--- config.mk ---
export PLATFORM = sky130hd
export DESIGN_NAME = disk_request_elevator_queue_top_flat
export DESIGN_NICKNAME = d
export VERILOG_FILES = /design/src/hdl/dreq_pkg.sv /design/src/hdl/dreq_if.sv /design/src/hdl/dreq_ram.sv /design/src/hdl/dreq_ctrl.sv /design/src/hdl/dreq_dp.sv /design/src/hdl/disk_request_elevator_queue_top.sv /design/src/flat_wrapper.sv
export SDC_FILE = /design/constraint.sdc
export NUM_CORES = 2
export LEC_CHECK = 0
export BUFFER_PORTS_ARGS = -buffer_cell sky130_fd_sc_hd__buf_4
export CAP_MARGIN = 20
export CELL_PAD_IN_SITES_DETAIL_PLACEMENT = 0
export CELL_PAD_IN_SITES_GLOBAL_PLACEMENT = 1
export CORE_MARGIN = 1
export CORE_UTILIZATION = 55
export CTS_CLUSTER_DIAMETER = 30
export DETAILED_ROUTE_END_ITERATION = 7
export GPL_TIMING_DRIVEN = 0
export PLACE_DENSITY_LB_ADDON = 0.1
export SYNTH_ARGS = -nofsm -noshare
export SYNTH_HDL_FRONTEND = slang
export SYNTH_HIERARCHICAL = 1
export SYNTH_SLANG_ARGS = --single-unit
--- constraint.sdc ---
create_clock -name clk -period 6.7 [get_ports clk]
set_input_delay 1.005 -clock clk [delete_from_list [all_inputs] [get_ports clk]]
set_output_delay 1.005 -clock clk [all_outputs]
set_load 0.005 [all_outputs]
--- src/hdl/dreq_pkg.sv ---
package dreq_pkg;

    // Fixed field widths of the request and response transactions
    localparam int CMD_FIELD_W    = 2;
    localparam int UNIT_FIELD_W   = 1;
    localparam int SLOT_FIELD_W   = 6;
    localparam int TRACK_FIELD_W  = 8;
    localparam int STATUS_FIELD_W = 2;

    // Default configuration
    localparam int DEFAULT_ENTRIES     = 64;
    localparam int DEFAULT_UNITS       = 2;
    localparam int DEFAULT_TRACK_WIDTH = 8;

    // Restoring steps needed to reduce a slot-field value by any modulus
    localparam int MOD_STEPS = SLOT_FIELD_W;

    // Command codes; the unused code behaves as a peek
    localparam logic [CMD_FIELD_W-1:0] CMD_INSERT = 2'd0;
    localparam logic [CMD_FIELD_W-1:0] CMD_PEEK   = 2'd1;
    localparam logic [CMD_FIELD_W-1:0] CMD_RETIRE = 2'd2;

    // Response status codes
    localparam logic [STATUS_FIELD_W-1:0] STATUS_OK    = 2'd0;
    localparam logic [STATUS_FIELD_W-1:0] STATUS_EMPTY = 2'd1;
    localparam logic [STATUS_FIELD_W-1:0] STATUS_DUP   = 2'd2;

    // Slot RAM read address source
    typedef enum logic [1:0] {
        RD_SLOT,
        RD_HEAD,
        RD_PNEXT,
        RD_RDNEXT
    } rd_sel_t;

    // Slot RAM write kind
    typedef enum logic [2:0] {
        WR_NONE,
        WR_NEW,
        WR_LINK_S,
        WR_LINK_P,
        WR_RETIRE
    } wr_sel_t;

    // Response source
    typedef enum logic [1:0] {
        RES_EMPTY,
        RES_DUP,
        RES_INS,
        RES_HEAD
    } res_sel_t;

    // Controller to datapath
    typedef struct packed {
        logic     in_ready;
        logic     rd_en;
        rd_sel_t  rd_sel;
        wr_sel_t  wr_sel;
        logic     load_p;
        logic     advance;
        logic     cnt_clear;
        logic     out_load;
        res_sel_t res_sel;
    } dreq_cmd_t;

    // Datapath to controller
    typedef struct packed {
        logic in_fire;
        logic is_insert;
        logic is_retire;
        logic slot_queued;
        logic head_valid;
        logic h_le_t;
        logic p_has_next;
        logic rd_has_next;
        logic cond_up;
        logic cond_skip;
        logic cond_fit;
        logic cnt_full;
        logic cnt_last;
        logic out_free;
    } dreq_stat_t;

    // value modulo modulus for values below modulus << MOD_STEPS
    function automatic logic [31:0] mod_reduce(input logic [31:0] value,
                                               input logic [31:0] modulus);
        logic [31:0] rem;
        rem = value;
        for (int k = MOD_STEPS - 1; k >= 0; k--)
        begin
            if (rem >= (modulus << k))
            begin
                rem = rem - (modulus << k);
            end
        end
        return rem;
    endfunction

endpackage

--- src/hdl/dreq_if.sv ---
interface dreq_req_if import dreq_pkg::*; ();
    logic                     valid;
    logic                     ready;
    logic [CMD_FIELD_W-1:0]   command;
    logic [UNIT_FIELD_W-1:0]  disk_unit;
    logic [SLOT_FIELD_W-1:0]  request_slot;
    logic [TRACK_FIELD_W-1:0] track;

    modport source (output valid, command, disk_unit, request_slot, track, input ready);
    modport sink   (input valid, command, disk_unit, request_slot, track, output ready);
endinterface

interface dreq_rsp_if import dreq_pkg::*; ();
    logic                      valid;
    logic                      ready;
    logic [STATUS_FIELD_W-1:0] status;
    logic [SLOT_FIELD_W-1:0]   slot_out;
    logic [TRACK_FIELD_W-1:0]  track_out;
    logic                      queue_nonempty;

    modport source (output valid, status, slot_out, track_out, queue_nonempty, input ready);
    modport sink   (input valid, status, slot_out, track_out, queue_nonempty, output ready);
endinterface

--- src/hdl/dreq_ram.sv ---
module dreq_ram import dreq_pkg::*; #(
    parameter int WIDTH = TRACK_FIELD_W,
    parameter int DEPTH = DEFAULT_ENTRIES
) (
    input  logic                     clk,
    input  logic                     we,
    input  logic [$clog2(DEPTH)-1:0] waddr,
    input  logic [WIDTH-1:0]         wdata,
    input  logic                     re,
    input  logic [$clog2(DEPTH)-1:0] raddr,
    output logic [WIDTH-1:0]         rdata
);

    logic [WIDTH-1:0] mem [DEPTH];
    logic [WIDTH-1:0] rdata_reg;

    always_ff @(posedge clk)
    begin
        if (we)
        begin
            mem[waddr] <= wdata;
        end
        if (re)
        begin
            rdata_reg <= mem[raddr];
        end
    end

    assign rdata = rdata_reg;

endmodule

--- src/hdl/dreq_ctrl.sv ---
module dreq_ctrl import dreq_pkg::*; (
    input  logic       clk,
    input  logic       rst_n,
    input  dreq_stat_t stat,
    output dreq_cmd_t  cmd
);

    typedef enum logic [2:0] {
        ST_IDLE,
        ST_DISPATCH,
        ST_HEAD,
        ST_STEP,
        ST_CHECK,
        ST_LINK_S,
        ST_LINK_P,
        ST_FINISH
    } state_t;

    // up: ascending run above head; skip: pass the upper run; fit: place in wrapped run
    typedef enum logic [1:0] {
        PH_UP,
        PH_SKIP,
        PH_FIT
    } phase_t;

    state_t   state_reg, state_next;
    phase_t   phase_reg, phase_next;
    res_sel_t res_sel_reg, res_sel_next;
    logic     walk_cond;
    logic     end_walk;

    always_comb
    begin
        if (phase_reg == PH_UP)
        begin
            walk_cond = stat.cond_up;
        end
        else if (phase_reg == PH_SKIP)
        begin
            walk_cond = stat.cond_skip;
        end
        else
        begin
            walk_cond = stat.cond_fit;
        end
    end

    always_comb
    begin
        state_next    = state_reg;
        phase_next    = phase_reg;
        res_sel_next  = res_sel_reg;
        end_walk      = 1'b0;
        cmd.in_ready  = 1'b0;
        cmd.rd_en     = 1'b0;
        cmd.rd_sel    = RD_SLOT;
        cmd.wr_sel    = WR_NONE;
        cmd.load_p    = 1'b0;
        cmd.advance   = 1'b0;
        cmd.cnt_clear = 1'b0;
        cmd.out_load  = 1'b0;
        cmd.res_sel   = res_sel_reg;

        unique case (state_reg)
            ST_IDLE:
            begin
                cmd.in_ready = 1'b1;
                if (stat.in_fire)
                begin
                    state_next = ST_DISPATCH;
                end
            end
            ST_DISPATCH:
            begin
                if (stat.is_insert)
                begin
                    if (stat.slot_queued)
                    begin
                        cmd.rd_en    = 1'b1;
                        cmd.rd_sel   = RD_SLOT;
                        res_sel_next = RES_DUP;
                        state_next   = ST_FINISH;
                    end
                    else if (!stat.head_valid)
                    begin
                        cmd.wr_sel   = WR_NEW;
                        res_sel_next = RES_INS;
                        state_next   = ST_FINISH;
                    end
                    else
                    begin
                        cmd.rd_en  = 1'b1;
                        cmd.rd_sel = RD_HEAD;
                        state_next = ST_HEAD;
                    end
                end
                else if (!stat.head_valid)
                begin
                    res_sel_next = RES_EMPTY;
                    state_next   = ST_FINISH;
                end
                else
                begin
                    cmd.rd_en    = 1'b1;
                    cmd.rd_sel   = RD_HEAD;
                    res_sel_next = RES_HEAD;
                    state_next   = ST_FINISH;
                end
            end
            ST_HEAD:
            begin
                cmd.load_p = 1'b1;
                phase_next = stat.h_le_t ? PH_UP : PH_SKIP;
                state_next = ST_STEP;
            end
            ST_STEP:
            begin
                if (stat.p_has_next && !stat.cnt_full)
                begin
                    cmd.rd_en  = 1'b1;
                    cmd.rd_sel = RD_PNEXT;
                    state_next = ST_CHECK;
                end
                else
                begin
                    end_walk = 1'b1;
                end
            end
            ST_CHECK:
            begin
                if (walk_cond)
                begin
                    cmd.advance = 1'b1;
                    if (stat.rd_has_next && !stat.cnt_last)
                    begin
                        cmd.rd_en  = 1'b1;
                        cmd.rd_sel = RD_RDNEXT;
                    end
                    else
                    begin
                        state_next = ST_STEP;
                    end
                end
                else
                begin
                    end_walk = 1'b1;
                end
            end
            ST_LINK_S:
            begin
                cmd.wr_sel = WR_LINK_S;
                state_next = ST_LINK_P;
            end
            ST_LINK_P:
            begin
                cmd.wr_sel   = WR_LINK_P;
                res_sel_next = RES_INS;
                state_next   = ST_FINISH;
            end
            ST_FINISH:
            begin
                if (stat.out_free)
                begin
                    cmd.out_load = 1'b1;
                    if (res_sel_reg == RES_HEAD && stat.is_retire)
                    begin
                        cmd.wr_sel = WR_RETIRE;
                    end
                    state_next = ST_IDLE;
                end
            end
        endcase

        if (end_walk)
        begin
            if (phase_reg == PH_SKIP)
            begin
                phase_next    = PH_FIT;
                cmd.cnt_clear = 1'b1;
                state_next    = ST_STEP;
            end
            else
            begin
                state_next = ST_LINK_S;
            end
        end
    end

    always_ff @(posedge clk or negedge rst_n)
    begin
        if (!rst_n)
        begin
            state_reg   <= ST_IDLE;
            phase_reg   <= PH_UP;
            res_sel_reg <= RES_EMPTY;
        end
        else
        begin
            state_reg   <= state_next;
            phase_reg   <= phase_next;
            res_sel_reg <= res_sel_next;
        end
    end

    // the compare state always works on data fetched in the cycle before
    a_check_has_fetch: assert property (@(posedge clk) disable iff (!rst_n)
        state_reg == ST_CHECK |-> $past(cmd.rd_en))
        else $error("walk compare without a fresh slot read");

    a_accept_idle: assert property (@(posedge clk) disable iff (!rst_n)
        stat.in_fire |=> state_reg == ST_DISPATCH)
        else $error("accepted transaction not dispatched");

endmodule

--- src/hdl/dreq_dp.sv ---
module dreq_dp import dreq_pkg::*; #(
    parameter int ENTRIES     = DEFAULT_ENTRIES,
    parameter int UNITS       = DEFAULT_UNITS,
    parameter int TRACK_WIDTH = DEFAULT_TRACK_WIDTH
) (
    input  logic       clk,
    input  logic       rst_n,
    dreq_req_if.sink   req,
    dreq_rsp_if.source rsp,
    input  dreq_cmd_t  cmd,
    output dreq_stat_t stat
);

    localparam int SLOT_W = $clog2(ENTRIES);
    localparam int UNIT_W = (UNITS > 1) ? $clog2(UNITS) : 1;
    localparam int CNT_W  = $clog2(ENTRIES + 1);
    localparam int WORD_W = 1 + SLOT_W + TRACK_WIDTH;

    // latched transaction
    logic [CMD_FIELD_W-1:0]  opcode_reg;
    logic [UNIT_W-1:0]       unit_reg;
    logic [SLOT_W-1:0]       slot_reg;
    logic [TRACK_WIDTH-1:0]  track_reg;

    // queue heads and membership
    logic [SLOT_W-1:0]       head_slot_reg [UNITS];
    logic [UNITS-1:0]        head_valid_reg;
    logic [ENTRIES-1:0]      queued_reg;

    // walk pointer, its slot word, head track, step count
    logic [SLOT_W-1:0]       p_reg;
    logic [WORD_W-1:0]       pw_reg;
    logic [TRACK_WIDTH-1:0]  h_reg;
    logic [CNT_W-1:0]        count_reg;

    // response register
    logic                      out_valid_reg;
    logic [STATUS_FIELD_W-1:0] out_status_reg;
    logic [SLOT_FIELD_W-1:0]   out_slot_reg;
    logic [TRACK_FIELD_W-1:0]  out_track_reg;
    logic                      out_nonempty_reg;

    logic                    in_fire;
    logic [SLOT_W-1:0]       head_slot;
    logic                    head_valid;

    logic                    ram_re;
    logic [SLOT_W-1:0]       ram_raddr;
    logic [WORD_W-1:0]       ram_rdata;
    logic                    ram_we;
    logic [SLOT_W-1:0]       ram_waddr;
    logic [WORD_W-1:0]       ram_wdata;

    logic [TRACK_WIDTH-1:0]  rd_track;
    logic [SLOT_W-1:0]       rd_next;
    logic                    rd_has;
    logic [TRACK_WIDTH-1:0]  pw_track;
    logic [SLOT_W-1:0]       pw_next;
    logic                    pw_has;

    assign in_fire    = req.valid && cmd.in_ready;
    assign req.ready  = cmd.in_ready;
    assign head_slot  = head_slot_reg[unit_reg];
    assign head_valid = head_valid_reg[unit_reg];

    // slot word: {has_next, next, track}
    assign rd_track = ram_rdata[TRACK_WIDTH-1:0];
    assign rd_next  = ram_rdata[TRACK_WIDTH +: SLOT_W];
    assign rd_has   = ram_rdata[WORD_W-1];
    assign pw_track = pw_reg[TRACK_WIDTH-1:0];
    assign pw_next  = pw_reg[TRACK_WIDTH +: SLOT_W];
    assign pw_has   = pw_reg[WORD_W-1];

    always_ff @(posedge clk)
    begin
        if (in_fire)
        begin
            opcode_reg <= req.command;
            unit_reg   <= UNIT_W'(mod_reduce(32'(req.disk_unit), 32'(UNITS)));
            slot_reg   <= SLOT_W'(mod_reduce(32'(req.request_slot), 32'(ENTRIES)));
            track_reg  <= TRACK_WIDTH'(req.track);
        end
    end

    always_comb
    begin
        ram_re = cmd.rd_en;
        unique case (cmd.rd_sel)
            RD_SLOT:   ram_raddr = slot_reg;
            RD_HEAD:   ram_raddr = head_slot;
            RD_PNEXT:  ram_raddr = pw_next;
            RD_RDNEXT: ram_raddr = rd_next;
        endcase
    end

    always_comb
    begin
        ram_we    = 1'b1;
        ram_waddr = slot_reg;
        ram_wdata = {1'b0, SLOT_W'(0), track_reg};
        unique case (cmd.wr_sel)
            WR_NEW:
            begin
                ram_waddr = slot_reg;
                ram_wdata = {1'b0, SLOT_W'(0), track_reg};
            end
            WR_LINK_S:
            begin
                ram_waddr = slot_reg;
                ram_wdata = {pw_has, pw_next, track_reg};
            end
            WR_LINK_P:
            begin
                ram_waddr = p_reg;
                ram_wdata = {1'b1, slot_reg, pw_track};
            end
            WR_RETIRE:
            begin
                ram_waddr = head_slot;
                ram_wdata = {1'b0, rd_next, rd_track};
            end
            default:
            begin
                ram_we = 1'b0;
            end
        endcase
    end

    dreq_ram #(
        .WIDTH (WORD_W),
        .DEPTH (ENTRIES)
    ) u_slot_ram (
        .clk   (clk),
        .we    (ram_we),
        .waddr (ram_waddr),
        .wdata (ram_wdata),
        .re    (ram_re),
        .raddr (ram_raddr),
        .rdata (ram_rdata)
    );

    // head slots carry no reset; validity comes from head_valid_reg
    always_ff @(posedge clk)
    begin
        if (cmd.wr_sel == WR_NEW)
        begin
            head_slot_reg[unit_reg] <= slot_reg;
        end
        else if (cmd.wr_sel == WR_RETIRE && rd_has)
        begin
            head_slot_reg[unit_reg] <= rd_next;
        end
    end

    always_ff @(posedge clk or negedge rst_n)
    begin
        if (!rst_n)
        begin
            head_valid_reg <= '0;
            queued_reg     <= '0;
            count_reg      <= '0;
            out_valid_reg  <= 1'b0;
        end
        else
        begin
            if (cmd.wr_sel == WR_NEW)
            begin
                head_valid_reg[unit_reg] <= 1'b1;
                queued_reg[slot_reg]     <= 1'b1;
            end
            else if (cmd.wr_sel == WR_LINK_S)
            begin
                queued_reg[slot_reg] <= 1'b1;
            end
            else if (cmd.wr_sel == WR_RETIRE)
            begin
                queued_reg[head_slot] <= 1'b0;
                if (!rd_has)
                begin
                    head_valid_reg[unit_reg] <= 1'b0;
                end
            end

            if (cmd.load_p || cmd.cnt_clear)
            begin
                count_reg <= '0;
            end
            else if (cmd.advance)
            begin
                count_reg <= count_reg + CNT_W'(1);
            end

            if (cmd.out_load)
            begin
                out_valid_reg <= 1'b1;
            end
            else if (rsp.ready)
            begin
                out_valid_reg <= 1'b0;
            end
        end
    end

    always_ff @(posedge clk)
    begin
        if (cmd.load_p)
        begin
            p_reg  <= head_slot;
            pw_reg <= ram_rdata;
            h_reg  <= rd_track;
        end
        else if (cmd.advance)
        begin
            p_reg  <= pw_next;
            pw_reg <= ram_rdata;
        end
    end

    always_ff @(posedge clk)
    begin
        if (cmd.out_load)
        begin
            unique case (cmd.res_sel)
                RES_EMPTY:
                begin
                    out_status_reg   <= STATUS_EMPTY;
                    out_slot_reg     <= '0;
                    out_track_reg    <= '0;
                    out_nonempty_reg <= 1'b0;
                end
                RES_DUP:
                begin
                    out_status_reg   <= STATUS_DUP;
                    out_slot_reg     <= SLOT_FIELD_W'(slot_reg);
                    out_track_reg    <= TRACK_FIELD_W'(rd_track);
                    out_nonempty_reg <= head_valid;
                end
                RES_INS:
                begin
                    out_status_reg   <= STATUS_OK;
                    out_slot_reg     <= SLOT_FIELD_W'(slot_reg);
                    out_track_reg    <= TRACK_FIELD_W'(track_reg);
                    out_nonempty_reg <= 1'b1;
                end
                RES_HEAD:
                begin
                    out_status_reg   <= STATUS_OK;
                    out_slot_reg     <= SLOT_FIELD_W'(head_slot);
                    out_track_reg    <= TRACK_FIELD_W'(rd_track);
                    out_nonempty_reg <= (opcode_reg == CMD_RETIRE) ? rd_has : 1'b1;
                end
            endcase
        end
    end

    assign rsp.valid          = out_valid_reg;
    assign rsp.status         = out_status_reg;
    assign rsp.slot_out       = out_slot_reg;
    assign rsp.track_out      = out_track_reg;
    assign rsp.queue_nonempty = out_nonempty_reg;

    always_comb
    begin
        stat.in_fire     = in_fire;
        stat.is_insert   = (opcode_reg == CMD_INSERT);
        stat.is_retire   = (opcode_reg == CMD_RETIRE);
        stat.slot_queued = queued_reg[slot_reg];
        stat.head_valid  = head_valid;
        stat.h_le_t      = (rd_track <= track_reg);
        stat.p_has_next  = pw_has;
        stat.rd_has_next = rd_has;
        stat.cond_up     = (track_reg >= rd_track) && (rd_track >= h_reg);
        stat.cond_skip   = (h_reg <= rd_track);
        stat.cond_fit    = (track_reg >= rd_track);
        stat.cnt_full    = (count_reg == CNT_W'(ENTRIES));
        stat.cnt_last    = (count_reg == CNT_W'(ENTRIES - 1));
        stat.out_free    = !out_valid_reg || rsp.ready;
    end

    a_link_fresh_slot: assert property (@(posedge clk) disable iff (!rst_n)
        (cmd.wr_sel == WR_NEW || cmd.wr_sel == WR_LINK_S) |-> !queued_reg[slot_reg])
        else $error("slot linked while already queued");

    a_retire_queued_head: assert property (@(posedge clk) disable iff (!rst_n)
        cmd.wr_sel == WR_RETIRE |-> head_valid && queued_reg[head_slot])
        else $error("retire of a head that is not queued");

    a_walk_bounded: assert property (@(posedge clk) disable iff (!rst_n)
        count_reg <= CNT_W'(ENTRIES))
        else $error("queue walk ran past the table size");

endmodule

--- src/hdl/disk_request_elevator_queue_top.sv ---
// C-SCAN disk request queue. Each disk unit owns a singly linked queue of pending requests;
// the links and tracks live in one slot RAM shared by all units, indexed by request slot.
// A request at or above the head's track joins the ascending run after the head, a lower
// one joins the wrapped ascending run after it, and equal tracks keep arrival order; the
// head is never displaced by an insert. One request transaction gives exactly one response
// transaction. Peek, retire, a duplicate insert and an insert into an empty queue need no walk
// before the response register. An insert into a non-empty queue walks its queue, first
// passing the upper run when the new track is below the head's track, then placing it.
// The walk speed is set by the single read port of the slot RAM, one linked entry per
// cycle. One request is worked at a time; a new request is taken while the previous
// response still waits to be taken.
module disk_request_elevator_queue_top import dreq_pkg::*; #(
    parameter int ENTRIES     = DEFAULT_ENTRIES,
    parameter int UNITS       = DEFAULT_UNITS,
    parameter int TRACK_WIDTH = DEFAULT_TRACK_WIDTH
) (
    input  logic       clk,
    input  logic       rst_n,
    dreq_req_if.sink   req,
    dreq_rsp_if.source rsp
);

    // controller drives the datapath only through these two bundles
    dreq_cmd_t  cmd;
    dreq_stat_t stat;

    dreq_ctrl u_ctrl (
        .clk   (clk),
        .rst_n (rst_n),
        .stat  (stat),
        .cmd   (cmd)
    );

    // datapath: slot RAM, head registers, queued bits, walk pointer, response register
    dreq_dp #(
        .ENTRIES     (ENTRIES),
        .UNITS       (UNITS),
        .TRACK_WIDTH (TRACK_WIDTH)
    ) u_dp (
        .clk   (clk),
        .rst_n (rst_n),
        .req   (req),
        .rsp   (rsp),
        .cmd   (cmd),
        .stat  (stat)
    );

endmodule

--- src/flat_wrapper.sv ---
// flat-port wrapper written by rule: the top's interface ports become plain ports
module disk_request_elevator_queue_top_flat import dreq_pkg::*;
#(
    parameter int ENTRIES     = DEFAULT_ENTRIES,
    parameter int UNITS       = DEFAULT_UNITS,
    parameter int TRACK_WIDTH = DEFAULT_TRACK_WIDTH
)
  (clk, rst_n, req_valid, req_command, req_disk_unit, req_request_slot, req_track, req_ready, rsp_valid, rsp_status, rsp_slot_out, rsp_track_out, rsp_queue_nonempty, rsp_ready);
  dreq_req_if req_i ();
  dreq_rsp_if rsp_i ();
  input  logic clk;
  input  logic rst_n;
  input wire logic [$bits(req_i.valid)-1:0] req_valid;
  input wire logic [$bits(req_i.command)-1:0] req_command;
  input wire logic [$bits(req_i.disk_unit)-1:0] req_disk_unit;
  input wire logic [$bits(req_i.request_slot)-1:0] req_request_slot;
  input wire logic [$bits(req_i.track)-1:0] req_track;
  output wire logic [$bits(req_i.ready)-1:0] req_ready;
  output wire logic [$bits(rsp_i.valid)-1:0] rsp_valid;
  output wire logic [$bits(rsp_i.status)-1:0] rsp_status;
  output wire logic [$bits(rsp_i.slot_out)-1:0] rsp_slot_out;
  output wire logic [$bits(rsp_i.track_out)-1:0] rsp_track_out;
  output wire logic [$bits(rsp_i.queue_nonempty)-1:0] rsp_queue_nonempty;
  input wire logic [$bits(rsp_i.ready)-1:0] rsp_ready;
  assign req_i.valid = req_valid;
  assign req_i.command = req_command;
  assign req_i.disk_unit = req_disk_unit;
  assign req_i.request_slot = req_request_slot;
  assign req_i.track = req_track;
  assign req_ready = req_i.ready;
  assign rsp_valid = rsp_i.valid;
  assign rsp_status = rsp_i.status;
  assign rsp_slot_out = rsp_i.slot_out;
  assign rsp_track_out = rsp_i.track_out;
  assign rsp_queue_nonempty = rsp_i.queue_nonempty;
  assign rsp_i.ready = rsp_ready;
  disk_request_elevator_queue_top #(.ENTRIES(ENTRIES), .UNITS(UNITS), .TRACK_WIDTH(TRACK_WIDTH)) u_core (.clk(clk), .rst_n(rst_n), .req(req_i), .rsp(rsp_i));
endmodule
==> metrics.txt <==
post-route setup slack 0.0821 ns; initial core utilization 55.5%; Die Footprint 83800 µm²; hold buffers post-CTS 0; PwrDens 489 nW/µm²; grt ovf 0; Post-Synthesis Cells 2395; Pre-antenna DRT Iters 5; Reg2Reg Capture Point u_core/u_dp/u_slot_ram/mem[31][1]$_DFFE_PP_; CP endpoint kind flop; number of flip-flops under the largest register name 960; area grow syn2layout 21.6%; crit share post-route 98.8%; die height 290 µm; Worst Setup SP u_core/u_dp/slot_reg[2]$_DFFE_PP_; Setup Skew 0.0371 ns; final hold violations 0; most common cell after layout, fill and taps aside edfxtp_1; routed wire length 114000 µm; Initial DRC Count 2581; # rows 105; unrepaired setup endpoints after global routing yes; Setup-failing EPs final 0; Pleak 18.6 nW; DP HPWL 75100 µm; Worst VDD drop 0.354 mV; I/O pin count 40; Core ar. 82000 µm²; Mapped Area 45500 µm²; via count 24966; kind of critical path reg2reg; post-synthesis register bit count 1132; Clock Latency Late Sink 0.78 ns; R2R depth 15; Root Driver clkbuf_16; Avg Cell Area, Syn 19.0 µm²; post-synthesis async set-or-reset flop share 7.16%; CP max FO 15; final max-slew violation count 0; final net count 2739; total of max-cap violations 0; Placed Instances 3564; mean routed wirelength per cell 29.0 µm; Distinct cells, synth 78; end point of the critical path u_core/u_dp/u_slot_ram/mem[31][1]$_DFFE_PP_; largest net degree at the start of global routing 82; DRT antenna net count 0; # Post-CTS Setup Buffers 0; filler cell count in the final layout 5309; # DRC 0; Hold Crit Class in2async; Post-synth EDFFs 1050; CTS tree built; pre-CTS setup slack -0.541 ns; Die W 290 µm; synthesis warning total 6; Slew @ Worst Pin 1.03 ns; CTS Buf Count 196; All-Layer GR Usage 27.9%; Via density 6.34; Max-slew headroom 30.9%; first-pass GRT wire length 167000 µm; port buffer count 39; Layout Cells excl Fill 3938; Sink Count 1132; worst r2r src u_core/u_dp/slot_reg[2]$_DFFE_PP_; CP startpoint kind flop; R2R setup slack 0.08 ns; vias in the first global route 25004; Max Root-Sink Buffers 3; WP data arrival 7.00 ns; top_reg_cell synth edfxtp_1; share of cells above drive strength 1 32.1%; Placer Congestion 0.918; H-tree Lvls 4; sequential area share after synthesis 73.8%; Worst-path clk slew 0.05 ns; syn_nets 2439; initial antenna violation count 1; Setup TNS 0 ns; Util after Layout 67.5%; run status completed; Max Clock Freq 151 MHz; crit path time final 6.62 ns; most frequent cells in the layout edfxtp_1, mux4_2, clkbuf_16; Worst Path Required 7.08 ns
-- cells by family after synthesis --
| kind of cell | count (synthesis) | synth area share (%) |
|---|---|---|
| xor+xnor | 7 | 0.135 |
| mux | 362 | 15.0 |
| flops | 1132 | 73.8 |
| simple gates | 345 | 3.75 |
| fa+ha+maj | 23 | 0.633 |
| buf+inv | 153 | 1.56 |
| compound gates | 373 | 5.09 |
-- routing by layer --
metal / share of wire (%) / track usage (%)
met1: 41 / 39.3
met2: 48 / 43.7
met3: 7.8 / 5.51
met4: 3.1 / 10.2
met5: 0 / 0
-- metrics by stage --
stage,power [mW],area (µm²),hold WS (ns)
floorplan,13.9,45500,0.464
global placement,16.5,47100,0.499
detailed placement,16.9,48200,0.514
CTS,27.1,55200,0.381
global route,27.9,55300,0.236
finish,27.0,55300,0.228
-- worst max-delay path, cell delays in order (launching register included) --
cell and delay (ns):
edfxtp_1 0.33, buf_2 0.22, buf_2 0.36, buf_2 0.34, a21oi_1 0.12, o21ai_1 0.26, nand4_1 0.12, or3_1 0.51
nand2b_1 0.22, o21ai_0 0.26, buf_2 0.23, buf_1 0.52, nor2_1 0.15, xnor2_1 0.58, nand4_1 0.90, nor2_2 1.10
-- area by class of cell --
cell class / instances / area [µm²] / area share [%]
Antenna cell: 1 / 2.50 / 0.00453
Sequential cell: 1132 / 33600 / 60.7
Timing Repair Buffer: 102 / 1190 / 2.15
Inverter: 22 / 82.6 / 0.149
Clock buffer: 217 / 5010 / 9.07
Tap cell: 1070 / 1340 / 2.42
Buffer: 131 / 652 / 1.18
Multi-Input combinational cell: 1110 / 11600 / 21.0
Clock inverter: 153 / 1840 / 3.32
-- how the worst min path moves through the flow --
| stage | from | end | slack, ns | cells after the start |
|---|---|---|---|---|
| 4_1_cts | req_command[1] | u_core/u_dp/opcode_reg[1]$_DFFE_PP_ | 0.38 | 1 |
| 6_report | rst_n | u_core/u_dp/queued_reg[57]$_DFFE_PN0P_ | 0.23 | 1 |
| 3_5_place_dp | u_core/u_dp/queued_reg[18]$_DFFE_PN0P_ | u_core/u_dp/queued_reg[18]$_DFFE_PN0P_ | 0.51 | 2 |
| 5_1_grt | rst_n | u_core/u_dp/queued_reg[6]$_DFFE_PN0P_ | 0.24 | 1 |
| 3_3_place_gp | u_core/u_dp/queued_reg[45]$_DFFE_PN0P_ | u_core/u_dp/queued_reg[45]$_DFFE_PN0P_ | 0.50 | 2 |
| 2_1_floorplan | u_core/u_dp/u_slot_ram/rdata[10]$_DFFE_PP_ | u_core/u_dp/pw_reg[10]$_DFFE_PP_ | 0.46 | 0 |
-- synthesized netlist by cell type, types with 4 or more instances --
| cell type | number | area, µm² |
|---|---|---|
| edfxtp_1 | 1050 | 31500 |
| mux4_2 | 248 | 5590 |
| a21oi_1 | 187 | 936 |
| nor2_1 | 128 | 480 |
| dfrtp_1 | 81 | 2030 |
| nand2_1 | 72 | 270 |
| clkbuf_1 | 62 | 233 |
| mux2i_1 | 61 | 611 |
| mux2_2 | 45 | 507 |
| buf_2 | 39 | 195 |
| a22oi_1 | 33 | 248 |
| o22ai_1 | 28 | 175 |
| nand3_1 | 25 | 125 |
| ha_1 | 23 | 288 |
| o21ai_0 | 22 | 110 |
| inv_1 | 19 | 71.3 |
| nand2b_1 | 19 | 119 |
| nor2b_1 | 18 | 113 |
| o21ai_1 | 16 | 80.1 |
| a21o_1 | 15 | 113 |
| buf_4 | 15 | 113 |
| nor2_2 | 14 | 87.6 |
| o221ai_1 | 14 | 123 |
| a2111oi_0 | 13 | 114 |
| nand4_1 | 12 | 75.1 |
| buf_1 | 11 | 41.3 |
| nor3_1 | 10 | 50.1 |
| a221o_1 | 6 | 60.1 |
| or2_2 | 6 | 37.5 |
| a22o_1 | 5 | 43.8 |
| mux2_1 | 5 | 56.3 |
| nand3b_1 | 5 | 37.5 |
| nor3_2 | 5 | 50.1 |
| nor3b_1 | 5 | 37.5 |
| a221oi_2 | 4 | 60.1 |
| buf_6 | 4 | 45.0 |
| or3_1 | 4 | 25.0 |
| xor2_1 | 4 | 35.0 |
-- where the power goes --
part | internal, mW | switching (mW) | total (mW)
Clock | 6.46 | 3.61 | 10.1
Sequential | 9.01 | 0.274 | 9.28
Combinational | 2.88 | 4.80 | 7.67
Total | 18.3 | 8.68 | 27.0
-- repair_timing --
item                       in CTS  in global routing
setup endpoints to repair      20                384
hold endpoints to repair        0                  0
gates resized for setup        12                 31
Note: power is estimated with default switching activity, not from simulation.
